<file path="src/bnms_pkg.sv">
package bnms_pkg;

  localparam int unsigned CoordW = 16;
  localparam int unsigned ScoreW = 16;

  typedef struct packed {
    logic [CoordW-1:0] left;
    logic [CoordW-1:0] top;
    logic [CoordW-1:0] right;
    logic [CoordW-1:0] bottom;
    logic [ScoreW-1:0] score;
  } box_t;

  typedef struct packed {
    box_t box;
    logic last;
    logic drop;
  } cand_t;

  typedef struct packed {
    box_t box;
    logic last;
    logic ovf;
  } res_t;

endpackage

</file>
<file path="src/bnms_front.sv">
module bnms_front import bnms_pkg::*; (
  input  logic  clk_i,
  input  logic  rst_ni,
  input  logic  in_valid_i,
  output logic  in_stall_o,
  input  box_t  in_box_i,
  input  logic  in_last_i,
  output logic  q_valid_o,
  input  logic  q_ready_i,
  output cand_t q_data_o
);

  logic [1:0] wr_q, rd_q;
  logic [2:0] cnt_q;
  cand_t      mem_q [4];
  logic       push, pop;

  assign in_stall_o = (cnt_q == 3'd4);
  assign push       = in_valid_i && !in_stall_o;
  assign q_valid_o  = (cnt_q != 3'd0);
  assign pop        = q_valid_o && q_ready_i;
  assign q_data_o   = mem_q[rd_q];

  always_ff @(posedge clk_i) begin
    if (push) begin
      mem_q[wr_q] <= '{box: in_box_i, last: in_last_i, drop: 1'b0};
    end
  end

  always_ff @(posedge clk_i or negedge rst_ni) begin
    if (!rst_ni) begin
      wr_q  <= '0;
      rd_q  <= '0;
      cnt_q <= '0;
    end else begin
      if (push) wr_q <= wr_q + 2'd1;
      if (pop) rd_q <= rd_q + 2'd1;
      cnt_q <= cnt_q + {2'b0, push} - {2'b0, pop};
    end
  end

endmodule

</file>
<file path="config.mk">
export PLATFORM = sky130hd
export DESIGN_NAME = bnms_front
export DESIGN_NICKNAME = d
export VERILOG_FILES = /design/src/bnms_pkg.sv /design/src/bnms_front.sv
export SDC_FILE = /design/constraint.sdc
export NUM_CORES = 1
export LEC_CHECK = 0
export BUFFER_PORTS_ARGS = -buffer_cell sky130_fd_sc_hd__buf_2
export CAP_MARGIN = 25
export CORE_UTILIZATION = 25
export CTS_BUF_LIST = sky130_fd_sc_hd__clkbuf_8
export CTS_CLUSTER_SIZE = 16
export DETAILED_ROUTE_END_ITERATION = 7
export HOLD_SLACK_MARGIN = 0.08
export PLACE_DENSITY = 0.41
export SKIP_LAST_GASP = 1
export SLEW_MARGIN = 20
export SYNTH_ARGS = -nofsm -noshare
export SYNTH_HDL_FRONTEND = slang
export SYNTH_SLANG_ARGS = --single-unit
export TNS_END_PERCENT = 100
</file>
<file path="constraint.sdc">
create_clock -name clk_i -period 3.5 [get_ports clk_i]
set_clock_uncertainty 0.15 [all_clocks]
set_input_delay 0.525 -clock clk_i [delete_from_list [all_inputs] [get_ports clk_i]]
set_output_delay 0.525 -clock clk_i [all_outputs]
set_load 0.02 [all_outputs]
</file>
; ---- Yosys cells after proc, flatten, opt, wreduce, memory -nomap -nowiden
; Memories as Yosys holds them, arrays and structs flattened.
; Index checks and enable logic that the tools add are counted.
[classes]
addsub = 4
n_eq_ne = 1
mux = 2
reduce_logical = 4
[op_table]
columns = operator, count
row1 = $add A2 B1 Y2 const B, 2
row2 = $add A3 B1 Y3, 1
row3 = $eq A3 B3 Y1 const B, 1
row4 = $reduce_bool A3 Y1, 1
row5 = $sub A3 B1 Y3, 1
row6 = $logic_and A1 B1 Y1, 2
row7 = $mux W1, 2
row8 = $logic_not A1 Y1, 1
[totals]
regBits = 7
ram_bits = 324
in_bits = 85
out_inout_bits = 84
elab_cells = 15
memories = 1
[memory_table]
columns = memory, words, word_bits, rd, rd_ports_with_merged_regs, wr, line
row1 = mem_q, 4, 81, 1, 0, 1, bnms_front.sv:15  ; cand_t mem_q [4];

; ---- Longest topological paths before layout
[logic_depth]
ltp_word = 5
ltp_mapped = 9
ltp_nobuf = 9

; ---- Least setup slack after synthesis
; Ideal clock, no wire load.
[synth_path]
path_kind = register to register
start = register cnt_q[2]
end = memory mem_q[0][0] in the netlist's numbering, enable pin
setup_ps = 449
arrival_ps = 2673
t_required_ps = 2901
slack_ps = 228
stages_incl_launch_ff = 3
path_buffers = 0
synth_period_minus_slack_ps = 3272
path_cell_list = dfrtp_1 -> nor3b_2 -> and3b_1
[synth_via]
elab_chain_len = 5
[synth_rtl]
columns = element, line
row1 = "start, declared", bnms_front.sv:14  ; logic [2:0] cnt_q;
row2 = "start signal, assigned", bnms_front.sv:38  ; cnt_q <= cnt_q + {2'b0, push} - {2'b0, pop};
row3 = $eq A3 B3 Y1, bnms_front.sv:18  ; assign in_stall_o = (cnt_q == 3'd4);
row4 = net in_stall_o, bnms_front.sv:5  ; output logic in_stall_o,
row5 = $logic_not A1 Y1, bnms_front.sv:19  ; assign push = in_valid_i && !in_stall_o;
row6 = $logic_and A1 B1 Y1, bnms_front.sv:19
row7 = $mux W1, bnms_front.sv:25  ; if (push) begin
row8 = $mux W1 (implied by the code), bnms_front.sv:26  ; mem_q[wr_q] <= '{box: in_box_i, last: in_last_i, drop: 1'b0};
row9 = "end, declared", bnms_front.sv:15
; The timed path passes the listed nets, and every way through them passes these cells.

==> impl_metrics.env <==
export IMPL_power_density_mw_per_mm2=834
export IMPL_fin_crit_sh_pct=89.7
export IMPL_via_per_inst=4.13
export IMPL_r2r_end="cnt_q[2]$_DFF_PN0_"
export IMPL_finalHoldViolCount=0
export IMPL_power_frac_clock_pct=26.5
export IMPL_syn_inst=465
export IMPL_dp_final_hpwl_mm=15.5
export IMPL_required_ns=2.82
export IMPL_fmax_mhz=318
export IMPL_path_cells="buf_12 -> mux4_2 -> buf_2"
export IMPL_fin_crit_ns=3.14
export IMPL_placed_cell_area_mm2=0.0138
export IMPL_min_delay_path_depth=2
export IMPL_layout_drive_gt1_share_pct=43.2
export IMPL_highest_layer="met5"
export IMPL_cts_buffers=57
export IMPL_synth_avg_cell_area_um2=26.2
export IMPL_setup_tns_ns=0
export IMPL_synthTopCellsByArea="edfxtp_1, mux4_2, dfrtp_1, buf_6, ha_1"
export IMPL_grt_usage_pct=11.1
export IMPL_pin_count=169
export IMPL_dr_pass1_iters=4
export IMPL_holdCritStartpoint="wr_q[1]$_DFFE_PN0P_"
export IMPL_rsz0062_at_grt="no"
export IMPL_reg2reg_from="cnt_q[1]$_DFF_PN0_"
export IMPL_r2r_cells=9
export IMPL_worstPathMaxFanout=45
export IMPL_gp_congestion=0.656
export IMPL_die_w_um=223
export IMPL_n_fill_cell=4596
export IMPL_h_tree_depth=2
export IMPL_slew_viol_final=0
export IMPL_async_flop_share_pct=2.11
export IMPL_syn_num_nets=557
export IMPL_clock_latency_ns=0.63
export IMPL_path_class="reg2out"
export IMPL_max_slew_margin_pct=48.1
export IMPL_synth_edf_count=324
export IMPL_io_buffers=167
export IMPL_cp_top_family="flip-flops"
export IMPL_crit_path_top_delay_cell="dfrtp_4"
export IMPL_area_growth_synth_to_final_pct=30.1
export IMPL_p_sw_mw=4.33
export IMPL_vias=5918
export IMPL_wl_met2_mm=13.5
export IMPL_total_power_mw=13.2
export IMPL_ant_nets=0
export IMPL_ys_seq_area_share_pct=81.4
export IMPL_wl_met3_mm=1.36
export IMPL_die_h_um=223
export IMPL_ys_ff_latch=331
export IMPL_p_int_mw=8.88
export IMPL_final_util_pct=33.1
export IMPL_post_drt_wl_per_cell_um=18.6
export IMPL_combPwrFrac_pct=31.0
export IMPL_drv_cap=0
export IMPL_syn_cell_area_mm2=0.0122
export IMPL_drt_initial_drc_count=237
export IMPL_grt_pass1_vias=6949
export IMPL_multi_input_area_mm2=0.00211
export IMPL_synth_top_cell_area_share_pct=80.0
export IMPL_setup_viol=0
export IMPL_ir_worst_vdd_mv=0.333
export IMPL_yosysWarnings=0
export IMPL_clock_sinks=331
export IMPL_path_buf_inv=2
export IMPL_cts_root_buffer="clkbuf_8"
export IMPL_tightest_slew_ns=0.778
export IMPL_worst_ep_arrival_time_ns=2.47
export IMPL_critPathLaunchType="flip-flop"
export IMPL_grt_max_degree=46
export IMPL_seq_area_mm2=0.00991
export IMPL_cp_end_kind="output pin"
export IMPL_reg2reg_slack_ns=0.97
export IMPL_grt_overflow_total=0
export IMPL_clk_pin_slew_ns=0.06
export IMPL_cts_tree="done"
export IMPL_power_leakage_nw=5.43
export IMPL_num_rows=80
export IMPL_antenna_found_initial=1
export IMPL_start_util_pct=25.4
export IMPL_antenna_cells=0
export IMPL_clockBufferDepth=3
export IMPL_yosysTopAreaCell="edfxtp_1"
export IMPL_nNetsFinal=862
export IMPL_min_to="wr_q[1]$_DFFE_PN0P_"
export IMPL_core_mm2=0.0478
export IMPL_wl_met1_mm=11.1
export IMPL_route_detailed_drc=0
export IMPL_hp_class="reg2reg"
export IMPL_ys_flop_type="edfxtp_1"
export IMPL_power_frac_seq_pct=42.5
export IMPL_cpPeakStageDelay_ns=0.93
export IMPL_p_sw_share_pct=32.7
export IMPL_finalWirelength_mm=26.6
export IMPL_dieArea_mm2=0.0496
export IMPL_status="finished clean"
export IMPL_fin_area_mm2=0.0158
export IMPL_synth_common_cells="edfxtp_1, mux4_2, buf_2"
export IMPL_post_synth_top_count_cell="edfxtp_1"
export IMPL_synthDistinctLibCells=21
export IMPL_grt_pass1_wl_mm=40.8
-- how the worst max path moves through the flow --
stage | cells after the start | to | slack [ns] | startpoint
after floorplan | 2 | mem_q[0][0]$_DFFE_PP_ | 0.23 | cnt_q[2]$_DFF_PN0_
after global placement | 3 | q_data_o[51] | 0.95 | rd_q[0]$_DFFE_PN0P_
after detailed placement | 3 | q_data_o[51] | 0.94 | rd_q[1]$_DFFE_PN0P_
after CTS | 3 | q_data_o[51] | 0.20 | rd_q[1]$_DFFE_PN0P_
after global routing | 3 | q_data_o[71] | 0.18 | rd_q[0]$_DFFE_PN0P_
final | 3 | q_data_o[51] | 0.36 | rd_q[1]$_DFFE_PN0P_
-- cells in the final DEF (no fill, tap or decap), types with 2 or more instances in the layout --
master         netlist  final
o211ai_1             2      2
bufinv_16            0      5
nand4bb_1            2      2
buf_4                2      6
clkinv_1             0     13
buf_12               0      7
mux4_2              81     81
dfrtp_1              7      5
dlygate4sd3_1        0     85
edfxtp_1           324    324
clkbuf_8             0     57
dfrtp_4              0      2
and3b_4              0      4
clkinvlp_4           0      4
clkinv_2             0     19
inv_1                5     14
ha_1                 6      6
xnor2_1              3      3
buf_2                9    167
nand2b_1             4      4
-- metrics by stage --
stage	setup WS [ns]	cells	hold WS, ns
after global routing	0.180	1434	0.443
after floorplan	0.228	465	0.0794
after global placement	0.955	1241	0.224
after detailed placement	0.940	1241	0.233
after CTS	0.204	1434	0.416
final	0.359	1434	0.486
-- flip-flops by register name, indices dropped and copies added, names as in the netlist --
name / flops
cnt_q: 3
wr_q: 2
mem_q: 324
rd_q: 2
-- tightest hold or removal path: stages, from the launching register on --
cell and delay (ns):
dfrtp_1 0.43, nand2b_1 0.09, o211ai_1 0.08
-- cell type report --
| class | count | area share, % |
|---|---|---|
| multi-input cells | 110 | 13.3 |
| inverters | 5 | 0.119 |
| clock inverters | 51 | 2.33 |
| flip-flops and latches | 331 | 62.6 |
| repair buffers | 265 | 11.8 |
| clock buffers | 57 | 4.95 |
| well taps | 615 | 4.86 |
-- logic make-up after synthesis --
family / Yosys count / synth area share (%)
AOI/OAI and AO/OA: 4 / 0.267
muxes: 81 / 15.0
adders and majority gates: 7 / 0.781
DFF: 331 / 81.4
other: 1 / 0.0308
and+or+nand+nor: 13 / 0.864
buffers and inverters: 24 / 1.39
xor gates and xnor gates: 4 / 0.288
-- routing by layer --
| layer | vias up | GRT usage, % |
|---|---|---|
| met5 | - | 0 |
| met4 | 2 | 3.98 |
| met3 | 55 | 3.48 |
| met2 | 148 | 19.0 |
| met1 | 3082 | 13.0 |
| li1 | 2631 | - |
-- timing repair --
action                                 in CTS  in global routing
hold buffers                               85                  0
endpoints found under the hold margin     335                  0
gates resized for setup                     0                  0
setup buffers                               0                  0
-- power by group through the flow --
| stage | combinational [mW] | clock [mW] | sequential (mW) |
|---|---|---|---|
| CTS | 4.26 | 3.67 | 5.65 |
| finish | 4.09 | 3.50 | 5.62 |
| floorplan | 2.91 | 0 | 5.49 |
| global placement | 4.14 | 0 | 5.68 |
| global route | 4.40 | 3.83 | 5.71 |
| detailed placement | 4.17 | 0 | 5.72 |
(Power assumes the default switching activity.)
